`src/rtl/core/cgs_pkg.sv`:
```
// Package for the curve grid snapper: item types, register indexes, and the
// command and status groups between the controller and the datapath.
// No dependencies.
package cgs_pkg;

    // Default curve length in cells.
    localparam int MAX_POINTS_DEF = 64;

    // Fixed field widths.
    localparam int COORD_W    = 32;
    localparam int CELL_W     = 32;
    localparam int OFFSET_W   = 31;
    localparam int INV_W      = 32;
    localparam int CFG_DATA_W = 32;
    localparam int CFG_IDX_W  = 2;
    localparam int PROD_W     = 64;

    // Configuration register indexes.
    localparam logic [CFG_IDX_W-1:0] REG_OFFSET_X      = 2'd0;
    localparam logic [CFG_IDX_W-1:0] REG_OFFSET_Y      = 2'd1;
    localparam logic [CFG_IDX_W-1:0] REG_INV_CELL_SIZE = 2'd2;
    localparam logic [CFG_IDX_W-1:0] REG_MAX_COORD     = 2'd3;

    // Reset values of the configuration registers.
    localparam logic [OFFSET_W-1:0] OFFSET_RST = '0;
    localparam logic [INV_W-1:0]    INV_RST    = 32'd65536;
    localparam logic [COORD_W-1:0]  MAXC_RST   = '0;

    // One input item.
    typedef struct packed {
        logic signed [COORD_W-1:0] point_x;
        logic signed [COORD_W-1:0] point_y;
        logic                      last_point;
    } in_item_t;

    // One result item.
    typedef struct packed {
        logic signed [CELL_W-1:0] cell_x;
        logic signed [CELL_W-1:0] cell_y;
        logic                     is_padding;
        logic                     end_of_curve;
        logic                     overflowed;
    } out_item_t;

    // Destination of one snap operation.
    typedef enum logic [1:0] {
        DST_X,
        DST_Y,
        DST_PX,
        DST_PY
    } snap_dst_t;

    // Controller states.
    typedef enum logic [3:0] {
        ST_IDLE,
        ST_ISSUE_X,
        ST_ISSUE_Y,
        ST_ISSUE_PX,
        ST_ISSUE_PY,
        ST_WAIT,
        ST_DEDUP,
        ST_FINAL,
        ST_PAD
    } ctrl_state_t;

    // Commands from the controller to the datapath.
    typedef struct packed {
        logic      load_point;
        logic      issue;
        snap_dst_t issue_dst;
        logic      load_held;
        logic      emit;
        logic      emit_pad;
        logic      emit_eoc;
        logic      cnt_inc;
        logic      set_ovf;
        logic      clear_curve;
    } dp_cmd_t;

    // Status from the datapath to the controller.
    typedef struct packed {
        logic pipe_busy;
        logic held_valid;
        logic cell_diff;
        logic cnt_at_cap;
        logic out_free;
    } dp_stat_t;

endpackage

```
`src/rtl/core/cgs_snap.sv`:
```
// Snap unit: offset subtract, multiply by reciprocal cell size, round half
// away from zero and saturate. Three steps, one operation issued per cycle.
// Depends on cgs_pkg.
module cgs_snap (
    input  logic                              aclk,
    input  logic                              aresetn,
    input  logic                              in_valid,
    input  cgs_pkg::snap_dst_t                in_dst,
    input  logic signed [cgs_pkg::COORD_W-1:0] in_coord,
    input  logic [cgs_pkg::OFFSET_W-1:0]      in_offset,
    input  logic [cgs_pkg::INV_W-1:0]         in_inv,
    output logic                              out_valid,
    output cgs_pkg::snap_dst_t                out_dst,
    output logic [cgs_pkg::CELL_W-1:0]        out_cell,
    output logic                              busy
);

    logic signed [cgs_pkg::COORD_W:0] diff;
    logic signed [cgs_pkg::COORD_W:0] neg_diff;
    logic [cgs_pkg::COORD_W-1:0]      mag;

    logic                             s1_valid_reg;
    cgs_pkg::snap_dst_t               s1_dst_reg;
    logic [cgs_pkg::COORD_W-1:0]      s1_mag_reg;
    logic                             s1_neg_reg;

    logic                             s2_valid_reg;
    cgs_pkg::snap_dst_t               s2_dst_reg;
    logic [cgs_pkg::PROD_W-1:0]       s2_prod_reg;
    logic                             s2_neg_reg;

    logic [cgs_pkg::PROD_W:0]         rnd_sum;
    logic [cgs_pkg::CELL_W:0]         idx;

    // Signed difference and its magnitude; the magnitude always fits 32 bits.
    always_comb begin
        diff     = {in_coord[cgs_pkg::COORD_W-1], in_coord}
                 - $signed({2'b00, in_offset});
        neg_diff = -diff;
        mag      = diff[cgs_pkg::COORD_W] ? neg_diff[cgs_pkg::COORD_W-1:0]
                                          : diff[cgs_pkg::COORD_W-1:0];
    end

    // Valid flags of the two stages.
    always_ff @(posedge aclk) begin
        if (!aresetn) begin
            s1_valid_reg <= 1'b0;
            s2_valid_reg <= 1'b0;
        end else begin
            s1_valid_reg <= in_valid;
            s2_valid_reg <= s1_valid_reg;
        end
    end

    // Stage payloads: magnitude, then the full 64-bit product.
    always_ff @(posedge aclk) begin
        s1_dst_reg  <= in_dst;
        s1_mag_reg  <= mag;
        s1_neg_reg  <= diff[cgs_pkg::COORD_W];
        s2_dst_reg  <= s1_dst_reg;
        s2_neg_reg  <= s1_neg_reg;
        s2_prod_reg <= cgs_pkg::PROD_W'(s1_mag_reg) * cgs_pkg::PROD_W'(in_inv);
    end

    // Round half away from zero, apply the sign and saturate.
    always_comb begin
        rnd_sum = {1'b0, s2_prod_reg} + 65'h0_8000_0000;
        idx     = rnd_sum[cgs_pkg::PROD_W:cgs_pkg::PROD_W-cgs_pkg::CELL_W];
        if (s2_neg_reg) begin
            if (idx >= 33'h0_8000_0000) begin
                out_cell = 32'h8000_0000;
            end else begin
                out_cell = 32'h0 - idx[cgs_pkg::CELL_W-1:0];
            end
        end else begin
            if (idx > 33'h0_7FFF_FFFF) begin
                out_cell = 32'h7FFF_FFFF;
            end else begin
                out_cell = idx[cgs_pkg::CELL_W-1:0];
            end
        end
    end

    assign out_valid = s2_valid_reg;
    assign out_dst   = s2_dst_reg;
    assign busy      = s1_valid_reg | s2_valid_reg;

endmodule

```
`src/rtl/core/cgs_datapath.sv`:
```
// Datapath: configuration registers, point register, snap unit, held cell,
// per-curve counters and the output register.
// Depends on cgs_pkg and cgs_snap.
module cgs_datapath #(
    parameter int MAX_POINTS = cgs_pkg::MAX_POINTS_DEF
) (
    input  logic                              aclk,
    input  logic                              aresetn,
    input  logic                              cfg_we,
    input  logic [cgs_pkg::CFG_IDX_W-1:0]     cfg_index,
    input  logic [cgs_pkg::CFG_DATA_W-1:0]    cfg_wdata,
    input  cgs_pkg::in_item_t                 s_data,
    input  logic                              m_ready,
    output logic                              m_valid,
    output cgs_pkg::out_item_t                m_data,
    input  cgs_pkg::dp_cmd_t                  cmd,
    output cgs_pkg::dp_stat_t                 stat
);

    localparam int CNT_W = $clog2(MAX_POINTS + 1);

    logic [cgs_pkg::OFFSET_W-1:0] offset_x_reg;
    logic [cgs_pkg::OFFSET_W-1:0] offset_y_reg;
    logic [cgs_pkg::INV_W-1:0]    inv_reg;
    logic [cgs_pkg::COORD_W-1:0]  max_coord_reg;

    cgs_pkg::in_item_t            point_reg;

    logic signed [cgs_pkg::COORD_W-1:0] snap_coord;
    logic [cgs_pkg::OFFSET_W-1:0]       snap_offset;
    logic                               snap_valid;
    cgs_pkg::snap_dst_t                 snap_dst;
    logic [cgs_pkg::CELL_W-1:0]         snap_cell;
    logic                               snap_busy;

    logic [cgs_pkg::CELL_W-1:0] cx_reg;
    logic [cgs_pkg::CELL_W-1:0] cy_reg;
    logic [cgs_pkg::CELL_W-1:0] px_reg;
    logic [cgs_pkg::CELL_W-1:0] py_reg;

    logic [cgs_pkg::CELL_W-1:0] held_x_reg;
    logic [cgs_pkg::CELL_W-1:0] held_y_reg;
    logic                       held_valid_reg;
    logic [CNT_W-1:0]           count_reg;
    logic                       ovf_reg;

    logic                       m_valid_reg;
    cgs_pkg::out_item_t         m_data_reg;

    // Configuration writes.
    always_ff @(posedge aclk) begin
        if (!aresetn) begin
            offset_x_reg  <= cgs_pkg::OFFSET_RST;
            offset_y_reg  <= cgs_pkg::OFFSET_RST;
            inv_reg       <= cgs_pkg::INV_RST;
            max_coord_reg <= cgs_pkg::MAXC_RST;
        end else if (cfg_we) begin
            case (cfg_index)
                cgs_pkg::REG_OFFSET_X:      offset_x_reg  <= cfg_wdata[cgs_pkg::OFFSET_W-1:0];
                cgs_pkg::REG_OFFSET_Y:      offset_y_reg  <= cfg_wdata[cgs_pkg::OFFSET_W-1:0];
                cgs_pkg::REG_INV_CELL_SIZE: inv_reg       <= cfg_wdata[cgs_pkg::INV_W-1:0];
                cgs_pkg::REG_MAX_COORD:     max_coord_reg <= cfg_wdata[cgs_pkg::COORD_W-1:0];
                default: ;
            endcase
        end
    end

    // Point register, loaded when a transaction is accepted.
    always_ff @(posedge aclk) begin
        if (cmd.load_point) begin
            point_reg <= s_data;
        end
    end

    // Operand selection for the snap unit.
    always_comb begin
        case (cmd.issue_dst)
            cgs_pkg::DST_X: begin
                snap_coord  = point_reg.point_x;
                snap_offset = offset_x_reg;
            end
            cgs_pkg::DST_Y: begin
                snap_coord  = point_reg.point_y;
                snap_offset = offset_y_reg;
            end
            cgs_pkg::DST_PX: begin
                snap_coord  = $signed(max_coord_reg);
                snap_offset = offset_x_reg;
            end
            cgs_pkg::DST_PY: begin
                snap_coord  = $signed(max_coord_reg);
                snap_offset = offset_y_reg;
            end
            default: begin
                snap_coord  = point_reg.point_x;
                snap_offset = offset_x_reg;
            end
        endcase
    end

    cgs_snap u_snap (
        .aclk      (aclk),
        .aresetn   (aresetn),
        .in_valid  (cmd.issue),
        .in_dst    (cmd.issue_dst),
        .in_coord  (snap_coord),
        .in_offset (snap_offset),
        .in_inv    (inv_reg),
        .out_valid (snap_valid),
        .out_dst   (snap_dst),
        .out_cell  (snap_cell),
        .busy      (snap_busy)
    );

    // Capture snapped cells into their destination registers.
    always_ff @(posedge aclk) begin
        if (snap_valid) begin
            case (snap_dst)
                cgs_pkg::DST_X:  cx_reg <= snap_cell;
                cgs_pkg::DST_Y:  cy_reg <= snap_cell;
                cgs_pkg::DST_PX: px_reg <= snap_cell;
                cgs_pkg::DST_PY: py_reg <= snap_cell;
                default: ;
            endcase
        end
    end

    // Held cell and per-curve counters.
    always_ff @(posedge aclk) begin
        if (!aresetn) begin
            held_x_reg     <= '0;
            held_y_reg     <= '0;
            held_valid_reg <= 1'b0;
            count_reg      <= '0;
            ovf_reg        <= 1'b0;
        end else begin
            if (cmd.load_held) begin
                held_x_reg <= cx_reg;
                held_y_reg <= cy_reg;
            end
            if (cmd.clear_curve) begin
                held_valid_reg <= 1'b0;
                count_reg      <= '0;
                ovf_reg        <= 1'b0;
            end else begin
                if (cmd.load_held) begin
                    held_valid_reg <= 1'b1;
                end
                if (cmd.cnt_inc) begin
                    count_reg <= count_reg + CNT_W'(1);
                end
                if (cmd.set_ovf) begin
                    ovf_reg <= 1'b1;
                end
            end
        end
    end

    // Output register valid flag.
    always_ff @(posedge aclk) begin
        if (!aresetn) begin
            m_valid_reg <= 1'b0;
        end else if (cmd.emit) begin
            m_valid_reg <= 1'b1;
        end else if (m_ready) begin
            m_valid_reg <= 1'b0;
        end
    end

    // Output register payload: held cell or padding cell.
    always_ff @(posedge aclk) begin
        if (cmd.emit) begin
            m_data_reg.cell_x       <= cmd.emit_pad ? px_reg : held_x_reg;
            m_data_reg.cell_y       <= cmd.emit_pad ? py_reg : held_y_reg;
            m_data_reg.is_padding   <= cmd.emit_pad;
            m_data_reg.end_of_curve <= cmd.emit_eoc;
            m_data_reg.overflowed   <= ovf_reg;
        end
    end

    assign m_valid = m_valid_reg;
    assign m_data  = m_data_reg;

    // Status toward the controller.
    always_comb begin
        stat.pipe_busy  = snap_busy;
        stat.held_valid = held_valid_reg;
        stat.cell_diff  = (cx_reg != held_x_reg) || (cy_reg != held_y_reg);
        stat.cnt_at_cap = count_reg >= CNT_W'(MAX_POINTS - 1);
        stat.out_free   = !m_valid_reg || m_ready;
    end

endmodule

```
`src/rtl/core/cgs_ctrl.sv`:
```
// Controller state machine: sequences the snap operations, the duplicate
// check, and the end-of-curve burst of held and padding cells.
// Depends on cgs_pkg.
module cgs_ctrl (
    input  logic              aclk,
    input  logic              aresetn,
    input  logic              s_valid,
    input  logic              s_last,
    output logic              s_ready,
    input  cgs_pkg::dp_stat_t stat,
    output cgs_pkg::dp_cmd_t  cmd
);

    cgs_pkg::ctrl_state_t state_reg;
    cgs_pkg::ctrl_state_t state_next;
    logic                 last_reg;
    logic                 last_next;

    // State register and last-point flag.
    always_ff @(posedge aclk) begin
        if (!aresetn) begin
            state_reg <= cgs_pkg::ST_IDLE;
            last_reg  <= 1'b0;
        end else begin
            state_reg <= state_next;
            last_reg  <= last_next;
        end
    end

    // Next state and commands.
    always_comb begin
        state_next = state_reg;
        last_next  = last_reg;
        s_ready    = 1'b0;
        cmd        = '0;
        case (state_reg)
            cgs_pkg::ST_IDLE: begin
                s_ready = 1'b1;
                if (s_valid) begin
                    cmd.load_point = 1'b1;
                    last_next      = s_last;
                    state_next     = cgs_pkg::ST_ISSUE_X;
                end
            end
            cgs_pkg::ST_ISSUE_X: begin
                cmd.issue     = 1'b1;
                cmd.issue_dst = cgs_pkg::DST_X;
                state_next    = cgs_pkg::ST_ISSUE_Y;
            end
            cgs_pkg::ST_ISSUE_Y: begin
                cmd.issue     = 1'b1;
                cmd.issue_dst = cgs_pkg::DST_Y;
                state_next    = last_reg ? cgs_pkg::ST_ISSUE_PX : cgs_pkg::ST_WAIT;
            end
            cgs_pkg::ST_ISSUE_PX: begin
                cmd.issue     = 1'b1;
                cmd.issue_dst = cgs_pkg::DST_PX;
                state_next    = cgs_pkg::ST_ISSUE_PY;
            end
            cgs_pkg::ST_ISSUE_PY: begin
                cmd.issue     = 1'b1;
                cmd.issue_dst = cgs_pkg::DST_PY;
                state_next    = cgs_pkg::ST_WAIT;
            end
            cgs_pkg::ST_WAIT: begin
                if (!stat.pipe_busy) begin
                    state_next = cgs_pkg::ST_DEDUP;
                end
            end
            cgs_pkg::ST_DEDUP: begin
                // A new distinct cell releases the held one, capacity allowing.
                if (!stat.held_valid) begin
                    cmd.load_held = 1'b1;
                    state_next    = last_reg ? cgs_pkg::ST_FINAL : cgs_pkg::ST_IDLE;
                end else if (stat.cell_diff && !stat.cnt_at_cap) begin
                    if (stat.out_free) begin
                        cmd.emit      = 1'b1;
                        cmd.cnt_inc   = 1'b1;
                        cmd.load_held = 1'b1;
                        state_next    = last_reg ? cgs_pkg::ST_FINAL : cgs_pkg::ST_IDLE;
                    end
                end else if (stat.cell_diff) begin
                    cmd.set_ovf   = 1'b1;
                    cmd.load_held = 1'b1;
                    state_next    = last_reg ? cgs_pkg::ST_FINAL : cgs_pkg::ST_IDLE;
                end else begin
                    state_next = last_reg ? cgs_pkg::ST_FINAL : cgs_pkg::ST_IDLE;
                end
            end
            cgs_pkg::ST_FINAL: begin
                if (stat.out_free) begin
                    cmd.emit     = 1'b1;
                    cmd.emit_eoc = stat.cnt_at_cap;
                    cmd.cnt_inc  = 1'b1;
                    if (stat.cnt_at_cap) begin
                        cmd.clear_curve = 1'b1;
                        state_next      = cgs_pkg::ST_IDLE;
                    end else begin
                        state_next = cgs_pkg::ST_PAD;
                    end
                end
            end
            cgs_pkg::ST_PAD: begin
                if (stat.out_free) begin
                    cmd.emit     = 1'b1;
                    cmd.emit_pad = 1'b1;
                    cmd.emit_eoc = stat.cnt_at_cap;
                    cmd.cnt_inc  = 1'b1;
                    if (stat.cnt_at_cap) begin
                        cmd.clear_curve = 1'b1;
                        state_next      = cgs_pkg::ST_IDLE;
                    end
                end
            end
            default: begin
                state_next = cgs_pkg::ST_IDLE;
            end
        endcase
    end

endmodule

```
`src/rtl/core/curve_grid_snapper.sv`:
```
// Curve grid snapper top level. A point is accepted only once the previous
// one is finished; a last point is also followed by its end-of-curve cells
// (held cell and padding, up to MAX_POINTS in all). The three-step snap unit
// has a single multiplier that serves x, y and padding.
// Reset (aresetn, synchronous, active low) restores the configuration registers
// to their defaults and starts a fresh curve with nothing held.
module curve_grid_snapper #(
    parameter int MAX_POINTS = cgs_pkg::MAX_POINTS_DEF
) (
    input  logic                           aclk,
    input  logic                           aresetn,
    input  logic                           cfg_we,
    input  logic [cgs_pkg::CFG_IDX_W-1:0]  cfg_index,
    input  logic [cgs_pkg::CFG_DATA_W-1:0] cfg_wdata,
    input  logic                           s_valid,
    output logic                           s_ready,
    input  cgs_pkg::in_item_t              s_data,
    output logic                           m_valid,
    input  logic                           m_ready,
    output cgs_pkg::out_item_t             m_data
);

    cgs_pkg::dp_cmd_t  cmd;
    cgs_pkg::dp_stat_t stat;

    // Controller.
    cgs_ctrl u_ctrl (
        .aclk    (aclk),
        .aresetn (aresetn),
        .s_valid (s_valid),
        .s_last  (s_data.last_point),
        .s_ready (s_ready),
        .stat    (stat),
        .cmd     (cmd)
    );

    // Datapath.
    cgs_datapath #(
        .MAX_POINTS (MAX_POINTS)
    ) u_datapath (
        .aclk      (aclk),
        .aresetn   (aresetn),
        .cfg_we    (cfg_we),
        .cfg_index (cfg_index),
        .cfg_wdata (cfg_wdata),
        .s_data    (s_data),
        .m_ready   (m_ready),
        .m_valid   (m_valid),
        .m_data    (m_data),
        .cmd       (cmd),
        .stat      (stat)
    );

endmodule
```
`config.mk`:
```
export PLATFORM = sky130hd
export DESIGN_NAME = curve_grid_snapper
export DESIGN_NICKNAME = d
export VERILOG_FILES = /design/src/rtl/core/cgs_pkg.sv /design/src/rtl/core/cgs_snap.sv /design/src/rtl/core/cgs_datapath.sv /design/src/rtl/core/cgs_ctrl.sv /design/src/rtl/core/curve_grid_snapper.sv
export SDC_FILE = /design/constraint.sdc
export NUM_CORES = 2
export LEC_CHECK = 0
export CAP_MARGIN = 20
export CORE_MARGIN = 10
export CORE_UTILIZATION = 45
export CTS_CLUSTER_SIZE = 16
export DETAILED_ROUTE_END_ITERATION = 10
export DONT_BUFFER_PORTS = 1
export PLACE_DENSITY = 0.57
export RECOVER_POWER = 25
export SYNTH_ARGS = -nofsm -noshare
export SYNTH_HDL_FRONTEND = slang
export SYNTH_SLANG_ARGS = --single-unit
```
`constraint.sdc`:
```
create_clock -name aclk -period 20 [get_ports aclk]
set_clock_uncertainty 0.15 [all_clocks]
set_input_delay 3 -clock aclk [delete_from_list [all_inputs] [get_ports aclk]]
set_output_delay 3 -clock aclk [all_outputs]
set_load 0.02 [all_outputs]
```
==> results.txt <==
via count = 40.41k
Worst-Margin Slew = 2.645 ns
largest net degree at the start of global routing = 200
Largest register FFs = 67
number of synthesized flops with an enable pin = 259
Total Neg Setup Slack = 0 ns
row count = 130
Tightest Hold Check Type = reg -> reg
die height = 376.0 um
DR WL/cell = 21.83 um
CTS tree = yes
I/O Buffers = 0
CTS sink cnt = 537
Yosys reg bits = 537
Post-CTS Setup Bufs = 0
syn nets = 7288
Mapped Cells = 5992
HPWL after DPL = 123.9 mm
multi-input logic area = 38840 um2
CTS Buffer Depth = 3
RSZ-0062 raised after global routing = false
# nets final = 7095
Setup crit start = u_datapath.u_snap.s1_mag_reg[11]
Core Footprint = 125700 um2
Post-synth ARST share = 0%
vias in the first global route = 41.53k
Critical Path Start Type = flip-flop
Synth Flop Type = dfxtp_1
fillcell total = 11.88k
max_slew headroom = -76.32%
Overflow after GRT = 0
final cell count without fillers = 7500
Detailed Route Iter0 Violations = 3137
TritonRoute pass-1 iters = 7
Mapped Area = 57020 um2
FF+latch area = 13350 um2
CTS HTree Levels = 2
Inserted Clock Buffers = 59
Die Footprint = 141400 um2
largest area contributor in the netlist = fa_1
clock slew at reported path FFs = 0.06 ns
layout cells sized above 1 = 3.864%
Die W = 376.0 um
Gates resized, CTS repair = 0
PwrDens = 144.2 nW/um2
Yosys top cell area share = 31.46%
CTS root buf = clkbuf_16
Peak Freq = 0.1081 GHz
status = finished with violations
Worst Min Path Start = u_datapath.u_snap.s1_dst_reg[0]
WHS = 0.1766 ns
synth cell count leaders = 1000 x nand2_1, 959 x inv_1, 896 x fa_1
worst skew pair latency = 0.65 ns
GRT Resource Usage Total = 23.03%
global-route wire length before repair = 255.0 mm
Tmin final = 9.249 ns
top cells by area, synth = fa_1 31%, edfxtp_1 14%, dfxtp_1 9.8%
Seq/Total Area, Yosys = 23.40%
maxcap violations = 5
critical path capture point type = flip-flop
Setup violations, final = 0
Hold-fix buffers, CTS = 0
vias per cell = 5.388
failing checks = max-capacitance violations, max-slew violations
worst ir drop on vdd = 0.0001527 V
CP arrival = 9.66 ns
Ys Warns = 0
Initial Utilization = 45.35%
Avg Inst Size Synth = 9.516 um2
RR Startpoint = u_datapath.u_snap.s1_mag_reg[11]
RePlAce Congestion = 0.9229
# IOs = 173
Synth-to-Final Area Change = 6.177%
initial antenna violation count = 2
leakage = 27.37 nW
DRC = 0
final hold violations = 0
Crit Path Class = reg -> reg
Max Transition Viols Final = 165
most frequent cell after synthesis = nand2_1
Final ANT Viol Nets = 0
worst path required time = 20.42 ns
dpl cells = 7388
Synth cell types = 84
final wirelength = 163.7 mm
crit path max fanout = 23
period utilization = 46.25%
-- critical path: stages (launching register included) --
cell       delay [ns]
dfxtp_1          0.56
buf_4            0.40
and2_1           0.22
fa_1             0.42
fa_1             0.51
inv_1            0.05
fa_1             0.46
fa_1             0.51
inv_1            0.05
fa_1             0.59
fa_1             0.46
fa_1             0.49
fa_1             0.43
ha_1             0.47
a21oi_1          0.11
o21ai_0          0.78
a2111oi_2        0.27
a2111oi_1        0.91
a31o_2           0.38
a21oi_1          0.17
o21bai_1         0.32
mux2i_1          0.24
o2111a_1         0.20
-- power breakdown --
| group | total [W] | leakage, nW | switching (W) | internal, W |
|---|---|---|---|---|
| clock network | 0.00115 | 1.01 | 0.000468 | 0.000678 |
| registers | 0.00160 | 4.64 | 0.000168 | 0.00143 |
| logic | 0.00598 | 21.7 | 0.00390 | 0.00208 |
-- metal layers --
layer	GRT usage, %	routed length (um)	up-vias
li1	-	-	18370
met1	32.13	73020	20650
met2	37.77	76520	1238
met3	3.742	10620	147
met4	4.508	3404	2
met5	0.7545	145	-
-- metrics by stage --
stage	setup WS, ns	utilization [%]	cell area, um2	power (W)
after floorplan	12.44	-	57020	0.005523
after global placement	10.99	46.52	58490	0.007481
after detailed placement	10.94	46.52	58490	0.007521
after CTS	10.87	48.17	60570	0.008728
after global routing	10.49	48.15	60540	0.009416
final	10.75	48.15	60540	0.008728
-- area by class of cell --
type | count | area share (%)
multi-input combinational | 4158 | 64.16
tap | 1650 | 3.410
timing repair buffer | 82 | 0.9858
clock inverter | 37 | 0.7667
clock buffer | 74 | 2.664
sequential | 537 | 22.05
inverter | 961 | 5.958
antenna | 1 | 0.004133
-- layout by cell type, fill, tap and decap left out, drive strengths merged, types with 29 or more instances in the layout --
master | Yosys | routed
a21boi | 137 | 137
a21o | 63 | 63
a21oi | 118 | 118
a222oi | 32 | 32
and2 | 595 | 595
buf | 16 | 77
clkbuf | 320 | 79
dfxtp | 278 | 278
edfxtp | 259 | 259
fa | 896 | 896
ha | 296 | 296
inv | 960 | 963
mux2i | 104 | 104
nand2 | 1000 | 1000
nand3 | 59 | 59
nand4 | 58 | 58
nor2 | 93 | 93
nor2b | 76 | 76
nor3 | 40 | 40
nor4 | 29 | 29
o21ai | 91 | 91
xnor2 | 139 | 139
xor2 | 51 | 51
-- cells by family (layout without fill, tap and decap cells) --
| group | count (synthesis) | count (layout) | share of synthesized area, % |
|---|---|---|---|
| buf+inv | 1297 | 1154 | 8.584 |
| flops | 537 | 537 | 23.40 |
| mux | 105 | 105 | 1.845 |
| other cells | 0 | 1 | 0 |
| fa+ha+maj | 1192 | 1192 | 37.95 |
| compound gates | 608 | 608 | 7.381 |
| simple gates | 2063 | 2063 | 17.92 |
| xor+xnor | 190 | 190 | 2.918 |
-- path summary, 6_finish.rpt --
path                                             to  slack [ns]  depth (start not counted)
setup / recovery  u_datapath.u_snap.s2_prod_reg[62]       10.75                         22
setup reg to reg  u_datapath.u_snap.s2_prod_reg[62]       10.75                         22
hold / removal         u_datapath.u_snap.out_dst[0]        0.18                          0
hold reg to reg        u_datapath.u_snap.out_dst[0]        0.18                          0
No activity file was read; power rests on OpenSTA's default activity.
